[config.mk]
export PLATFORM = sky130hd
export DESIGN_NAME = masked_microop_sequencer_flat
export DESIGN_NICKNAME = d
export VERILOG_FILES = /design/src/rtl/mms_pkg.sv /design/src/rtl/mms_in_if.sv /design/src/rtl/mms_out_if.sv /design/src/rtl/mms_ram.sv /design/src/rtl/mms_alu.sv /design/src/rtl/masked_microop_sequencer.sv /design/src/flat_wrapper.sv
export SDC_FILE = /design/constraint.sdc
export NUM_CORES = 2
export LEC_CHECK = 0
export BUFFER_PORTS_ARGS = -buffer_cell sky130_fd_sc_hd__buf_2
export CAP_MARGIN = 20
export CORE_UTILIZATION = 25
export DETAILED_ROUTE_END_ITERATION = 10
export SLEW_MARGIN = 20
export SYNTH_ARGS = -nofsm -noshare
export SYNTH_HDL_FRONTEND = slang
export SYNTH_SLANG_ARGS = --single-unit
[constraint.sdc]
create_clock -name i_clk -period 12.6 [get_ports i_clk]
set_input_delay 1.26 -clock i_clk [delete_from_list [all_inputs] [get_ports i_clk]]
set_output_delay 1.26 -clock i_clk [all_outputs]
set_load 0.1 [all_outputs]
[src/rtl/mms_pkg.sv]
package mms_pkg;

    localparam int NUM_REGS    = 16;
    localparam int NUM_SLOTS   = 16;
    localparam int STACK_DEPTH = 16;
    localparam int DATA_W      = 32;
    localparam int STK_AW      = $clog2(STACK_DEPTH);
    localparam int SP_W        = STK_AW + 1;

    typedef struct packed {
        logic [7:0]        code;
        logic [3:0]        dst;
        logic [3:0]        src;
        logic [3:0]        aux;
        logic              imm_sel;
        logic              jnz;
        logic [DATA_W-1:0] imm;
    } t_uop;

    localparam int UOP_W = $bits(t_uop);

    typedef logic [3:0] t_op;

    localparam t_op OP_MOV   = 4'd0;
    localparam t_op OP_XOR   = 4'd1;
    localparam t_op OP_OR    = 4'd2;
    localparam t_op OP_AND   = 4'd3;
    localparam t_op OP_ADD   = 4'd4;
    localparam t_op OP_ROTR  = 4'd5;
    localparam t_op OP_SHR   = 4'd6;
    localparam t_op OP_PATCH = 4'd7;
    localparam t_op OP_PULL  = 4'd8;
    localparam t_op OP_CH    = 4'd9;
    localparam t_op OP_MAJ   = 4'd10;
    localparam t_op OP_BSIG0 = 4'd11;
    localparam t_op OP_BSIG1 = 4'd12;
    localparam t_op OP_PUSH  = 4'd13;
    localparam t_op OP_JUMP  = 4'd14;
    localparam t_op OP_NONE  = 4'd15;

    localparam logic [4:0] BSIG0_R0 = 5'd2;
    localparam logic [4:0] BSIG0_R1 = 5'd13;
    localparam logic [4:0] BSIG0_R2 = 5'd22;
    localparam logic [4:0] BSIG1_R0 = 5'd6;
    localparam logic [4:0] BSIG1_R1 = 5'd11;
    localparam logic [4:0] BSIG1_R2 = 5'd25;

    function automatic logic [DATA_W-1:0] rotr(input logic [DATA_W-1:0] x,
                                               input logic [4:0] n);
        logic [2*DATA_W-1:0] w;
        w = {x, x} >> n;
        return w[DATA_W-1:0];
    endfunction

endpackage

[src/rtl/mms_in_if.sv]
interface mms_in_if;
    logic        valid;
    logic        ready;
    logic [3:0]  slot_index;
    logic [7:0]  uop_code;
    logic [3:0]  dst_reg;
    logic [3:0]  src_reg;
    logic [3:0]  aux_reg;
    logic        use_imm;
    logic        jump_if_nonzero;
    logic [31:0] immediate;
    logic [15:0] slot_enables;
    logic        start_run;

    modport source (
        output valid, slot_index, uop_code, dst_reg, src_reg, aux_reg, use_imm,
               jump_if_nonzero, immediate, slot_enables, start_run,
        input  ready
    );

    modport sink (
        input  valid, slot_index, uop_code, dst_reg, src_reg, aux_reg, use_imm,
               jump_if_nonzero, immediate, slot_enables, start_run,
        output ready
    );
endinterface

[src/rtl/mms_out_if.sv]
interface mms_out_if;
    logic        valid;
    logic        ready;
    logic [15:0] ran_slots;
    logic [15:0] reg_changes;
    logic [15:0] stack_changes;
    logic [4:0]  jumps_taken;
    logic [15:0] fault_bits;

    modport source (
        output valid, ran_slots, reg_changes, stack_changes, jumps_taken,
               fault_bits,
        input  ready
    );

    modport sink (
        input  valid, ran_slots, reg_changes, stack_changes, jumps_taken,
               fault_bits,
        output ready
    );
endinterface

[src/rtl/mms_ram.sv]
module mms_ram #(
    parameter int WIDTH = 32,
    parameter int DEPTH = 16
) (
    input  logic                     i_clk,
    input  logic                     i_we,
    input  logic [$clog2(DEPTH)-1:0] i_waddr,
    input  logic [WIDTH-1:0]         i_wdata,
    input  logic                     i_re,
    input  logic [$clog2(DEPTH)-1:0] i_raddr,
    output logic [WIDTH-1:0]         o_rdata
);

    logic [WIDTH-1:0] r_mem [DEPTH];
    logic [WIDTH-1:0] r_rdata;

    always_ff @(posedge i_clk) begin
        if (i_we) begin
            r_mem[i_waddr] <= i_wdata;
        end
        if (i_re) begin
            r_rdata <= r_mem[i_raddr];
        end
    end

    assign o_rdata = r_rdata;

endmodule

[src/rtl/mms_alu.sv]
module mms_alu (
    input  mms_pkg::t_op                i_op,
    input  logic [mms_pkg::DATA_W-1:0]  i_d,
    input  logic [mms_pkg::DATA_W-1:0]  i_s,
    input  logic [mms_pkg::DATA_W-1:0]  i_a,
    input  logic [mms_pkg::DATA_W-1:0]  i_imm,
    output logic [mms_pkg::DATA_W-1:0]  o_r
);

    always_comb begin
        case (i_op)
            mms_pkg::OP_MOV:   o_r = i_s;
            mms_pkg::OP_XOR:   o_r = i_d ^ i_s;
            mms_pkg::OP_OR:    o_r = i_d | i_s;
            mms_pkg::OP_AND:   o_r = i_d & i_s;
            mms_pkg::OP_ADD:   o_r = i_d + i_s;
            mms_pkg::OP_ROTR:  o_r = mms_pkg::rotr(i_d, i_s[4:0]);
            mms_pkg::OP_SHR:   o_r = i_d >> i_s[4:0];
            mms_pkg::OP_PATCH: o_r = i_d ^ ((i_d ^ i_s) & i_imm);
            mms_pkg::OP_CH:    o_r = (i_d & i_s) ^ (~i_d & i_a);
            mms_pkg::OP_MAJ:   o_r = (i_d & i_s) ^ (i_d & i_a) ^ (i_s & i_a);
            mms_pkg::OP_BSIG0: o_r = mms_pkg::rotr(i_s, mms_pkg::BSIG0_R0)
                                   ^ mms_pkg::rotr(i_s, mms_pkg::BSIG0_R1)
                                   ^ mms_pkg::rotr(i_s, mms_pkg::BSIG0_R2);
            mms_pkg::OP_BSIG1: o_r = mms_pkg::rotr(i_s, mms_pkg::BSIG1_R0)
                                   ^ mms_pkg::rotr(i_s, mms_pkg::BSIG1_R1)
                                   ^ mms_pkg::rotr(i_s, mms_pkg::BSIG1_R2);
            default:           o_r = i_d;
        endcase
    end

endmodule

[src/rtl/masked_microop_sequencer.sv]
// A start word launches a run of 16 steps; no new word is taken until the run ends.
// A disabled step or one with an illegal code passes through FETCH and DEC; an executed
// step also passes RD_S, RD_A and EXEC, set by the single read port of the register file RAM.
// The result word is registered once the run ends and any earlier result has been taken.
// Synchronous active-low reset clears registers and stack through valid bits, and clears
// pointers and faults; program slots are undefined until loaded.
module masked_microop_sequencer #(
    parameter int NUM_REGS  = mms_pkg::NUM_REGS,
    parameter int NUM_SLOTS = mms_pkg::NUM_SLOTS
) (
    input  logic      i_clk,
    input  logic      i_rst_n,
    mms_in_if.sink    i_in,
    mms_out_if.source o_res
);

    localparam int SLOT_W = $clog2(NUM_SLOTS);
    localparam int REG_W  = $clog2(NUM_REGS);
    localparam int DW     = mms_pkg::DATA_W;
    localparam int SAW    = mms_pkg::STK_AW;
    localparam int SPW    = mms_pkg::SP_W;

    localparam logic [2:0] S_LOAD  = 3'd0;
    localparam logic [2:0] S_FETCH = 3'd1;
    localparam logic [2:0] S_DEC   = 3'd2;
    localparam logic [2:0] S_RD_S  = 3'd3;
    localparam logic [2:0] S_RD_A  = 3'd4;
    localparam logic [2:0] S_EXEC  = 3'd5;
    localparam logic [2:0] S_DONE  = 3'd6;

    localparam logic [SLOT_W-1:0] LAST_STEP = SLOT_W'(NUM_SLOTS - 1);
    localparam logic [SPW-1:0]    SP_FULL   = SPW'(mms_pkg::STACK_DEPTH);

    logic [2:0]                r_state, n_state;
    logic [SLOT_W-1:0]         r_pc, n_pc;
    logic [SLOT_W-1:0]         r_step, n_step;
    logic [SPW-1:0]            r_sp, n_sp;
    logic [NUM_SLOTS-1:0]      r_faults, n_faults;
    logic [NUM_SLOTS-1:0]      r_mask, n_mask;
    logic [NUM_SLOTS-1:0]      r_exec, n_exec;
    logic [NUM_REGS-1:0]       r_chg_r, n_chg_r;
    logic [mms_pkg::STACK_DEPTH-1:0] r_chg_s, n_chg_s;
    logic [4:0]                r_jumps, n_jumps;
    logic [NUM_REGS-1:0]       r_rf_vld, n_rf_vld;
    logic [mms_pkg::STACK_DEPTH-1:0] r_stk_vld, n_stk_vld;
    logic                      r_rf_rv, n_rf_rv;
    logic                      r_stk_rv, n_stk_rv;
    logic                      r_out_vld, n_out_vld;
    logic [DW-1:0]             r_d, n_d;
    logic [DW-1:0]             r_s, n_s;
    logic [15:0]               r_out_exec, r_out_chg_r, r_out_chg_s, r_out_faults;
    logic [4:0]                r_out_jumps;

    logic                      w_accept;
    logic                      w_out_load;
    logic                      w_adv;
    logic [SLOT_W-1:0]         w_npc;
    logic                      w_pg_re;
    logic [mms_pkg::UOP_W-1:0] w_pg_wdata;
    logic [mms_pkg::UOP_W-1:0] w_pg_rdata;
    mms_pkg::t_uop             w_uop;
    mms_pkg::t_op              w_op;
    logic                      w_legal;
    logic                      w_rf_re;
    logic [REG_W-1:0]          w_rf_raddr;
    logic                      w_rf_we;
    logic [DW-1:0]             w_rf_wdata;
    logic [DW-1:0]             w_rf_rdata;
    logic [DW-1:0]             w_rf_q;
    logic                      w_stk_re;
    logic [SAW-1:0]            w_stk_raddr;
    logic                      w_stk_we;
    logic [SAW-1:0]            w_stk_waddr;
    logic [DW-1:0]             w_stk_wdata;
    logic [DW-1:0]             w_stk_rdata;
    logic [DW-1:0]             w_stk_q;
    logic [SAW-1:0]            w_sp_lo;
    logic [DW-1:0]             w_alu;

    assign w_accept   = i_in.valid && i_in.ready;
    assign i_in.ready = (r_state == S_LOAD);

    assign w_pg_wdata = {i_in.uop_code, i_in.dst_reg, i_in.src_reg, i_in.aux_reg,
                         i_in.use_imm, i_in.jump_if_nonzero, i_in.immediate};
    assign w_uop      = mms_pkg::t_uop'(w_pg_rdata);
    assign w_op       = w_uop.code[3:0];
    assign w_legal    = (w_uop.code[7:4] == 4'd0);
    assign w_rf_q     = r_rf_rv ? w_rf_rdata : '0;
    assign w_stk_q    = r_stk_rv ? w_stk_rdata : '0;
    assign w_sp_lo    = r_sp[SAW-1:0];

    mms_ram #(.WIDTH(mms_pkg::UOP_W), .DEPTH(NUM_SLOTS)) u_prog (
        .i_clk   (i_clk),
        .i_we    (w_accept),
        .i_waddr (i_in.slot_index),
        .i_wdata (w_pg_wdata),
        .i_re    (w_pg_re),
        .i_raddr (r_pc),
        .o_rdata (w_pg_rdata)
    );

    mms_ram #(.WIDTH(DW), .DEPTH(NUM_REGS)) u_regs (
        .i_clk   (i_clk),
        .i_we    (w_rf_we),
        .i_waddr (w_uop.dst),
        .i_wdata (w_rf_wdata),
        .i_re    (w_rf_re),
        .i_raddr (w_rf_raddr),
        .o_rdata (w_rf_rdata)
    );

    mms_ram #(.WIDTH(DW), .DEPTH(mms_pkg::STACK_DEPTH)) u_stack (
        .i_clk   (i_clk),
        .i_we    (w_stk_we),
        .i_waddr (w_stk_waddr),
        .i_wdata (w_stk_wdata),
        .i_re    (w_stk_re),
        .i_raddr (w_stk_raddr),
        .o_rdata (w_stk_rdata)
    );

    mms_alu u_alu (
        .i_op  (w_op),
        .i_d   (r_d),
        .i_s   (r_s),
        .i_a   (w_rf_q),
        .i_imm (w_uop.imm),
        .o_r   (w_alu)
    );

    always_comb begin
        n_state     = r_state;
        n_pc        = r_pc;
        n_step      = r_step;
        n_sp        = r_sp;
        n_faults    = r_faults;
        n_mask      = r_mask;
        n_exec      = r_exec;
        n_chg_r     = r_chg_r;
        n_chg_s     = r_chg_s;
        n_jumps     = r_jumps;
        n_rf_vld    = r_rf_vld;
        n_stk_vld   = r_stk_vld;
        n_rf_rv     = r_rf_rv;
        n_stk_rv    = r_stk_rv;
        n_d         = r_d;
        n_s         = r_s;
        w_out_load  = 1'b0;
        w_adv       = 1'b0;
        w_npc       = r_pc + 1'b1;
        w_pg_re     = 1'b0;
        w_rf_re     = 1'b0;
        w_rf_raddr  = w_uop.dst;
        w_rf_we     = 1'b0;
        w_rf_wdata  = w_alu;
        w_stk_re    = 1'b0;
        w_stk_raddr = w_sp_lo;
        w_stk_we    = 1'b0;
        w_stk_waddr = w_sp_lo;
        w_stk_wdata = r_s;

        case (r_state)
            S_LOAD: begin
                if (w_accept && i_in.start_run) begin
                    n_mask  = i_in.slot_enables;
                    n_exec  = '0;
                    n_chg_r = '0;
                    n_chg_s = '0;
                    n_jumps = '0;
                    n_step  = '0;
                    n_state = S_FETCH;
                end
            end
            S_FETCH: begin
                w_pg_re = 1'b1;
                n_state = S_DEC;
            end
            S_DEC: begin
                if (!r_mask[r_pc]) begin
                    w_adv = 1'b1;
                end else if (!w_legal) begin
                    n_faults[r_pc] = 1'b1;
                    w_adv          = 1'b1;
                end else begin
                    n_exec[r_pc] = 1'b1;
                    w_rf_re      = 1'b1;
                    w_rf_raddr   = w_uop.dst;
                    n_state      = S_RD_S;
                end
            end
            S_RD_S: begin
                n_d        = w_rf_q;
                w_rf_re    = 1'b1;
                w_rf_raddr = w_uop.src;
                n_state    = S_RD_A;
            end
            S_RD_A: begin
                n_s         = w_uop.imm_sel ? w_uop.imm : w_rf_q;
                w_rf_re     = 1'b1;
                w_rf_raddr  = w_uop.aux;
                w_stk_re    = 1'b1;
                w_stk_raddr = (w_op == mms_pkg::OP_PULL) ? w_sp_lo - 1'b1 : w_sp_lo;
                n_state     = S_EXEC;
            end
            S_EXEC: begin
                w_adv = 1'b1;
                case (w_op)
                    mms_pkg::OP_PULL: begin
                        if (r_sp == '0) begin
                            n_faults[r_pc] = 1'b1;
                        end else begin
                            w_rf_we     = 1'b1;
                            w_rf_wdata  = w_stk_q;
                            w_stk_we    = 1'b1;
                            w_stk_waddr = w_sp_lo - 1'b1;
                            w_stk_wdata = '0;
                            n_sp        = r_sp - 1'b1;
                            if (w_stk_q != r_d) begin
                                n_chg_r[w_uop.dst] = 1'b1;
                            end
                            if (w_stk_q != '0) begin
                                n_chg_s[w_stk_waddr] = 1'b1;
                            end
                        end
                    end
                    mms_pkg::OP_PUSH: begin
                        if (r_sp == SP_FULL) begin
                            n_faults[r_pc] = 1'b1;
                        end else begin
                            w_stk_we = 1'b1;
                            n_sp     = r_sp + 1'b1;
                            if (w_stk_q != r_s) begin
                                n_chg_s[w_sp_lo] = 1'b1;
                            end
                        end
                    end
                    mms_pkg::OP_JUMP: begin
                        if (!w_uop.jnz || (r_s != '0)) begin
                            w_npc   = w_uop.imm[SLOT_W-1:0];
                            n_jumps = r_jumps + 5'd1;
                        end
                    end
                    mms_pkg::OP_NONE: begin
                    end
                    default: begin
                        w_rf_we = 1'b1;
                        if (w_alu != r_d) begin
                            n_chg_r[w_uop.dst] = 1'b1;
                        end
                    end
                endcase
            end
            S_DONE: begin
                if (!r_out_vld) begin
                    w_out_load = 1'b1;
                    n_state    = S_LOAD;
                end
            end
            default: begin
                n_state = S_LOAD;
            end
        endcase

        if (w_adv) begin
            n_pc    = w_npc;
            n_step  = r_step + 1'b1;
            n_state = (r_step == LAST_STEP) ? S_DONE : S_FETCH;
        end

        if (w_rf_re) begin
            n_rf_rv = r_rf_vld[w_rf_raddr];
        end
        if (w_stk_re) begin
            n_stk_rv = r_stk_vld[w_stk_raddr];
        end
        if (w_rf_we) begin
            n_rf_vld[w_uop.dst] = 1'b1;
        end
        if (w_stk_we) begin
            n_stk_vld[w_stk_waddr] = 1'b1;
        end

        if (w_out_load) begin
            n_out_vld = 1'b1;
        end else if (r_out_vld && o_res.ready) begin
            n_out_vld = 1'b0;
        end else begin
            n_out_vld = r_out_vld;
        end
    end

    always_ff @(posedge i_clk) begin
        if (!i_rst_n) begin
            r_state   <= S_LOAD;
            r_pc      <= '0;
            r_step    <= '0;
            r_sp      <= '0;
            r_faults  <= '0;
            r_mask    <= '0;
            r_exec    <= '0;
            r_chg_r   <= '0;
            r_chg_s   <= '0;
            r_jumps   <= '0;
            r_rf_vld  <= '0;
            r_stk_vld <= '0;
            r_rf_rv   <= 1'b0;
            r_stk_rv  <= 1'b0;
            r_out_vld <= 1'b0;
        end else begin
            r_state   <= n_state;
            r_pc      <= n_pc;
            r_step    <= n_step;
            r_sp      <= n_sp;
            r_faults  <= n_faults;
            r_mask    <= n_mask;
            r_exec    <= n_exec;
            r_chg_r   <= n_chg_r;
            r_chg_s   <= n_chg_s;
            r_jumps   <= n_jumps;
            r_rf_vld  <= n_rf_vld;
            r_stk_vld <= n_stk_vld;
            r_rf_rv   <= n_rf_rv;
            r_stk_rv  <= n_stk_rv;
            r_out_vld <= n_out_vld;
        end
    end

    always_ff @(posedge i_clk) begin
        r_d <= n_d;
        r_s <= n_s;
        if (w_out_load) begin
            r_out_exec   <= r_exec;
            r_out_chg_r  <= r_chg_r;
            r_out_chg_s  <= r_chg_s;
            r_out_jumps  <= r_jumps;
            r_out_faults <= r_faults;
        end
    end

    assign o_res.valid         = r_out_vld;
    assign o_res.ran_slots     = r_out_exec;
    assign o_res.reg_changes   = r_out_chg_r;
    assign o_res.stack_changes = r_out_chg_s;
    assign o_res.jumps_taken   = r_out_jumps;
    assign o_res.fault_bits    = r_out_faults;

endmodule

[src/flat_wrapper.sv]
// flat-port wrapper written by rule: the top's interface ports become plain ports
module masked_microop_sequencer_flat 
#(
    parameter int NUM_REGS  = mms_pkg::NUM_REGS,
    parameter int NUM_SLOTS = mms_pkg::NUM_SLOTS
)
  (i_clk, i_rst_n, i_in_valid, i_in_slot_index, i_in_uop_code, i_in_dst_reg, i_in_src_reg, i_in_aux_reg, i_in_use_imm, i_in_jump_if_nonzero, i_in_immediate, i_in_slot_enables, i_in_start_run, i_in_ready, o_res_valid, o_res_ran_slots, o_res_reg_changes, o_res_stack_changes, o_res_jumps_taken, o_res_fault_bits, o_res_ready);
  mms_in_if i_in_i ();
  mms_out_if o_res_i ();
  input  logic i_clk;
  input  logic i_rst_n;
  input wire logic [$bits(i_in_i.valid)-1:0] i_in_valid;
  input wire logic [$bits(i_in_i.slot_index)-1:0] i_in_slot_index;
  input wire logic [$bits(i_in_i.uop_code)-1:0] i_in_uop_code;
  input wire logic [$bits(i_in_i.dst_reg)-1:0] i_in_dst_reg;
  input wire logic [$bits(i_in_i.src_reg)-1:0] i_in_src_reg;
  input wire logic [$bits(i_in_i.aux_reg)-1:0] i_in_aux_reg;
  input wire logic [$bits(i_in_i.use_imm)-1:0] i_in_use_imm;
  input wire logic [$bits(i_in_i.jump_if_nonzero)-1:0] i_in_jump_if_nonzero;
  input wire logic [$bits(i_in_i.immediate)-1:0] i_in_immediate;
  input wire logic [$bits(i_in_i.slot_enables)-1:0] i_in_slot_enables;
  input wire logic [$bits(i_in_i.start_run)-1:0] i_in_start_run;
  output wire logic [$bits(i_in_i.ready)-1:0] i_in_ready;
  output wire logic [$bits(o_res_i.valid)-1:0] o_res_valid;
  output wire logic [$bits(o_res_i.ran_slots)-1:0] o_res_ran_slots;
  output wire logic [$bits(o_res_i.reg_changes)-1:0] o_res_reg_changes;
  output wire logic [$bits(o_res_i.stack_changes)-1:0] o_res_stack_changes;
  output wire logic [$bits(o_res_i.jumps_taken)-1:0] o_res_jumps_taken;
  output wire logic [$bits(o_res_i.fault_bits)-1:0] o_res_fault_bits;
  input wire logic [$bits(o_res_i.ready)-1:0] o_res_ready;
  assign i_in_i.valid = i_in_valid;
  assign i_in_i.slot_index = i_in_slot_index;
  assign i_in_i.uop_code = i_in_uop_code;
  assign i_in_i.dst_reg = i_in_dst_reg;
  assign i_in_i.src_reg = i_in_src_reg;
  assign i_in_i.aux_reg = i_in_aux_reg;
  assign i_in_i.use_imm = i_in_use_imm;
  assign i_in_i.jump_if_nonzero = i_in_jump_if_nonzero;
  assign i_in_i.immediate = i_in_immediate;
  assign i_in_i.slot_enables = i_in_slot_enables;
  assign i_in_i.start_run = i_in_start_run;
  assign i_in_ready = i_in_i.ready;
  assign o_res_valid = o_res_i.valid;
  assign o_res_ran_slots = o_res_i.ran_slots;
  assign o_res_reg_changes = o_res_i.reg_changes;
  assign o_res_stack_changes = o_res_i.stack_changes;
  assign o_res_jumps_taken = o_res_i.jumps_taken;
  assign o_res_fault_bits = o_res_i.fault_bits;
  assign o_res_i.ready = o_res_ready;
  masked_microop_sequencer #(.NUM_REGS(NUM_REGS), .NUM_SLOTS(NUM_SLOTS)) u_core (.i_clk(i_clk), .i_rst_n(i_rst_n), .i_in(i_in_i), .o_res(o_res_i));
endmodule
[Word level (Yosys, flattened, before mapping)]
Memories as Yosys holds them, arrays and structs flattened. A register that Yosys moved wholly into a read port is not among the register bits.
Index checks and enable logic that the tools add are counted.
Cells by class
  add/subtract/negate cells: 7
  multipliers: 0
  div/mod/pow operators: 0
  order comparisons: 12
  equal/unequal tests: 49
  shift-type cells: 2
  muxes and demuxes: 97
  bitwise gates (word level): 23
  reductions and logical operators: 34
Operator list (number)
  $pmux W32 S12: 1
  $mux W32: 9
  $xor A32 B32 Y32: 9
  $mux W16: 14
  $pmux W16 S2: 7
  $and A32 B32 Y32: 5
  $or A16 B16 Y16: 7
  $ne A32 B32 Y1: 3
  $reduce_bool A32 Y1: 2
  $shr A64 B5 Y32: 1
  $mux W4: 11
  $eq A4 B4 Y1 const B: 9
  $lt A4 B5 Y1 const B: 7
  $add A32 B32 Y32: 1
  $not A32 Y32: 1
  $or A32 B32 Y32: 1
  $shr A32 B5 Y32: 1
  $mux W1: 28
  $mux W5: 5
  $ne A3 B3 Y1 const B: 7
  $pmux W3 S7: 1
  $demux W1 S4: 5
  $ge A4 B1 Y1 const B: 5
  $pmux W5 S2: 2
  other kinds (33): 82
Word-level totals
  register bits after elaboration: 269
  latch bits: 0
  memory bits (writable): 1888
  bits in read-only memories: 0
  input port bits: 79
  output and inout bits: 71
  logic and storage cells: 249
  memories: 3
Memories
  u_core.u_prog.r_mem: depth 16, bits a word 54, read ports 1, clocked after Yosys merged registers in 1, wr ports 1, line mms_ram.sv:14  | logic [WIDTH-1:0] r_mem [DEPTH];
  u_core.u_regs.r_mem: depth 16, bits a word 32, read ports 1, clocked after Yosys merged registers in 1, wr ports 1, line mms_ram.sv:14
  u_core.u_stack.r_mem: depth 16, bits a word 32, read ports 1, clocked after Yosys merged registers in 1, wr ports 1, line mms_ram.sv:14

[Longest topological paths before layout]
  word-level depth: 10
  gate-level depth with buffers: 16
  mapped depth without buffers: 14

[Modules after synthesis]
Synthesis repeated with hierarchy kept, for this count alone.
Second synthesis, totals
  cells, all modules: 5826
  area total of the unflattened synthesis: 97174.4 µm²
By module, submodules not included
  mms_ram at u_core.u_regs ...: times used 2, cells an instance 838, area an instance 20155.6 µm², seq. area each 16335.7 µm²
  mms_ram at u_core.u_prog: times used 1, cells an instance 1394, area an instance 33983.8 µm², seq. area each 27566.4 µm²
  masked_microop_sequencer: times used 1, cells an instance 1448, area an instance 13845.8 µm², seq. area each 6716.4 µm²
  mms_alu: times used 1, cells an instance 1308, area an instance 9033.7 µm², seq. area each 0.0 µm²

[Worst setup path before layout]
OpenSTA, ideal clock, no wires.
  path type: register to register
  start: register u_core.r_out_vld, in the netlist u_core.o_res.valid
  end: register u_core.r_out_faults[0], in the netlist u_core.o_res.fault_bits[0], enable pin
  setup time: 0.695 ns
  data arrival time: 7.973 ns
  data required time: 11.905 ns
  path slack: 3.932 ns
  stages on the path, launching flop included: 2
  path buffers: 0
  clock period less this slack: 8.668 ns
  path through: dfxtp_1 -> nor4b_1
On the way
  longest elaborated chain between the ends: 2
RTL lines
  from (decl): line masked_microop_sequencer.sv:48  | logic r_out_vld, n_out_vld;
  from (signal assigned): line masked_microop_sequencer.sv:324  | r_out_vld <= n_out_vld;
  $mux W1: line masked_microop_sequencer.sv:254  | if (!r_out_vld) begin
  $mux W1: line masked_microop_sequencer.sv:162  | case (r_state)
  to (signal assigned): line masked_microop_sequencer.sv:336  | r_out_faults <= r_faults;
  to (decl): line masked_microop_sequencer.sv:51  | logic [15:0] r_out_exec, r_out_chg_r, r_out_chg_s, r_out_faults;
No other way between the ends.
A chain may end at the register's enable or synchronous reset.

[Worst setup path in the final report]
  start: register u_core.r_d[22]
  end: register u_core.r_chg_r[12]
On the way
  longest elaborated chain between the ends: 7
  elaborated cells between the ends (all ways): 20
  classes of those cells: add/sub (1); eq/ne (4); shift (2); mux (1); bitwise (11); reduce/logical (1)
RTL lines
  from (decl): line masked_microop_sequencer.sv:49  | logic [DW-1:0] r_d, n_d;
  from (signal assigned): line masked_microop_sequencer.sv:329  | r_d <= n_d;
  parallel branches: the longest is 6 deep, another holds $add A32 B32 Y32
  $reduce_and A6 Y1 (no line) (*)
  to (signal assigned): line masked_microop_sequencer.sv:317  | r_chg_r <= n_chg_r;
  to (decl): line masked_microop_sequencer.sv:41  | logic [NUM_REGS-1:0] r_chg_r, n_chg_r;
Every way passes the cells marked *.

==> results.toml <==
[logic_synthesis]
yosysWarnings = 0
postSynth.asyncResetShare_pct = 0
synthCells = 6382
synth_edf_count = 2139
synth_fp_nets = 6540
syn_avg_cell_area_sq_um = 15.71
synth-seq-area-share_pct = 66.78
synth-seq-cells = 2275
ys_types = 104
yosys_most_used_dff = "edfxtp_1"
netlist_area_sq_um = 100300

[drt]
ant_nets = 0
wl_microns = 353400
wl_per_cell_microns = 29.48
drtIter0Drc = 7494
num_vias = 61140
via_per_inst = 5.101
drtPass1Iterations = 6
drc = 0

[place]
io_buffers = 149
placed_area_sq_um = 108400
dp_hpwl_microns = 229700
gp_congestion = 1.050

[power]
irDropWorstVdd_v = 0.0001939
p_per_area_nw_per_um2 = 186.8
power_leakage_nw = 36.18
power_w = 0.02156

[cts]
cts_setup_buffers = 0
cts_root_buffer = "clkbuf_16"
cts.reportedPaths.clkPinSlew_ps = 60
clk_latency_ps = 910
clockBufferDepth = 4
cts_tree = "built"
cts_inserted_buffers = 217
cts_resized = 0
cts.sinks = 2275
cts-htree-levels = 4
cts.hold.buffers_added = 0

[finish]
layout_commonest_cell = "edfxtp_1"
nNetsFinal = 6694
layout_common_cells = "edfxtp_1, mux4_2, nand2_1"
syn_to_final_growth_pct = 15.11
layout-drive-gt1-share_pct = 22.22
stdcell_area_sq_um = 115400
final_util_pct = 28.92

[grt]
grt_antenna_before_repair = 58
grt_pass1_vias = 60130
track_usage_pct = 16.88
grt_max_degree = 154
grt_pass1_wl_microns = 486100
grt-ovfl-total = 0

[sta]
slew_violations = 0
min_period_ps = 7039
setup-tns-final_ps = 0
fin_crit_sh_pct = 55.86
setup_viol = 0
max_freq_ghz = 0.1421
whs_ps = 432.9
fin_skew_ps = 124.3
hold_viol_final = 0
slew-limit-headroom_pct = 10.61
rsz0062_at_grt = "false"
worst_slew_pin_slew_ps = 1335

[worst_setup_path]
crit_arrival_ps = 7830
crit_fanout = 12
critPathKind = "reg2reg"
critPathLaunchType = "flip-flop"
end_kind = "flip-flop"
worstPathRequired_ps = 13390

[die]
die_w_microns = 635.3
dieHeight_microns = 635.3
core_area_sq_um = 399100
start_util_pct = 25.12
row_count = 232
pin_count = 150
die_area_sq_um = 403600

[min_path]
min_path_type = "reg2reg"

[flow_run]
drv_cap = 0

[status]
status = "complete, no violations"
==> sequential cells by signal, indices dropped and copies added, names as in the netlist, 5 cells and up <==
register / count
u_core.r_faults: 16
u_core.r_chg_r: 16
u_core.r_exec: 16
u_core.r_d: 32
u_core.r_jumps: 5
u_core.o_res.stack_changes: 16
u_core.o_res.ran_slots: 16
u_core.u_regs.r_mem: 512
u_core.r_chg_s: 16
u_core.u_stack.o_rdata: 32
u_core.o_res.fault_bits: 16
u_core.r_stk_vld: 16
u_core.u_regs.o_rdata: 32
u_core.r_rf_vld: 16
u_core.r_s: 32
u_core.u_prog.o_rdata: 54
u_core.u_prog.r_mem: 864
u_core.o_res.reg_changes: 16
u_core.r_mask: 16
u_core.o_res.jumps_taken: 5
u_core.u_stack.r_mem: 512
u_core.r_sp: 5
==> worst paths after layout <==
path | endpoint | slack [ps] | cells past startpoint | start
hold reg to reg | u_core.o_res.ran_slots[11]$_DFFE_PP_ | 430 | 0 | u_core.r_exec[11]$_SDFFE_PN0P_
setup / recovery | u_core.r_chg_r[12]$_SDFFE_PN0P_ | 5560 | 15 | u_core.r_d[22]$_DFFE_PN_
setup reg to reg | u_core.r_chg_r[12]$_SDFFE_PN0P_ | 5560 | 15 | u_core.r_d[22]$_DFFE_PN_
hold / removal | u_core.o_res.ran_slots[11]$_DFFE_PP_ | 430 | 0 | u_core.r_exec[11]$_SDFFE_PN0P_
==> cell usage after synthesis, drive strengths merged, types with 11 or more instances <==
master | instances | area [sq um]
nand3b | 14 | 105.1
mux2 | 163 | 1843
nor2 | 333 | 1250
a21o | 14 | 105.1
nand2b | 32 | 200.2
xnor2 | 204 | 1794
a32oi | 23 | 201.4
and2 | 27 | 168.9
o2111ai | 14 | 122.6
o21ai | 321 | 1607
a21oi | 250 | 1259
clkbuf | 311 | 1172
a2111oi | 16 | 185.2
o211ai | 23 | 186.4
nand4 | 51 | 319.1
mux2i | 205 | 2052
nor3 | 75 | 375.4
mux4 | 473 | 10650
or2 | 11 | 68.82
or3 | 34 | 212.7
a211oi | 132 | 1001
edfxtp | 2139 | 64230
nor3b | 13 | 97.59
nand3 | 138 | 690.7
ha | 77 | 963.4
inv | 120 | 450.4
nor2b | 44 | 275.3
a21boi | 21 | 157.7
and3 | 16 | 100.1
o21a | 50 | 375.4
a22oi | 39 | 292.8
o22ai | 31 | 193.9
buf | 151 | 685.6
a22o | 12 | 105.1
a31oi | 29 | 181.4
nand2 | 367 | 1380
nor4 | 37 | 259.0
dfxtp | 136 | 2723
xor2 | 21 | 183.9
o31ai | 24 | 180.2
a221oi | 13 | 113.9
a32o | 13 | 130.1
o211a | 14 | 140.1
==> power by group <==
group,internal [W],switching [W]
Clock,0.00359,0.00282
Sequential,0.00899,0.000275
Combinational,0.00192,0.00395
==> critical path, cell delays in order, from the launching register on <==
cell and delay (ps):
edfxtp_1 320, buf_4 380, inv_1 530, ha_1 1020
nand4_1 330, nor3_1 900, a22oi_1 510, nand2b_1 290
nand4_1 180, a2111oi_4 80, a2111oi_1 470, buf_4 220
o2111a_1 390, nand4_1 220, o41a_1 690, a32o_1 360
==> final cells by class <==
type | instances | area [sq um]
Inverter | 124 | 465.4
Antenna cell | 13 | 32.53
Sequential cell | 2275 | 66970
Fill cell | 39370 | 283700
Tap cell | 5265 | 6588
Clock buffer | 256 | 5639
Multi-Input combinational cell | 3521 | 31740
Clock inverter | 136 | 1256
Timing Repair Buffer | 397 | 2724
==> metal layers <==
layer / part of all wire (%) / up-vias / GRT usage [%]
met5: 0.12 / - / 0
met4: 5.1 / 62 / 7.402
met3: 7.7 / 716 / 3.420
met2: 46 / 2739 / 26.77
met1: 41 / 32070 / 22.33
li1: - / 25560 / -
==> stage by stage <==
step                setup WS (ps)  cells
finish                       5561  11990
global route                 5774  11980
CTS                          5871  11970
detailed placement           5896  11580
global placement             5578  11570
floorplan                    3932   6382
==> cell families after synthesis <==
kind of cell	count (synthesis)	synth area share, %
buffers and inverters	586	2.317
and+or+nand+nor	1237	5.908
xor gates and xnor gates	230	2.088
muxes	841	14.51
AOI/OAI and AO/OA	1134	7.398
adders and majority gates	79	1.001
DFF	2275	66.78
No activity file was read; power rests on OpenSTA's default activity.
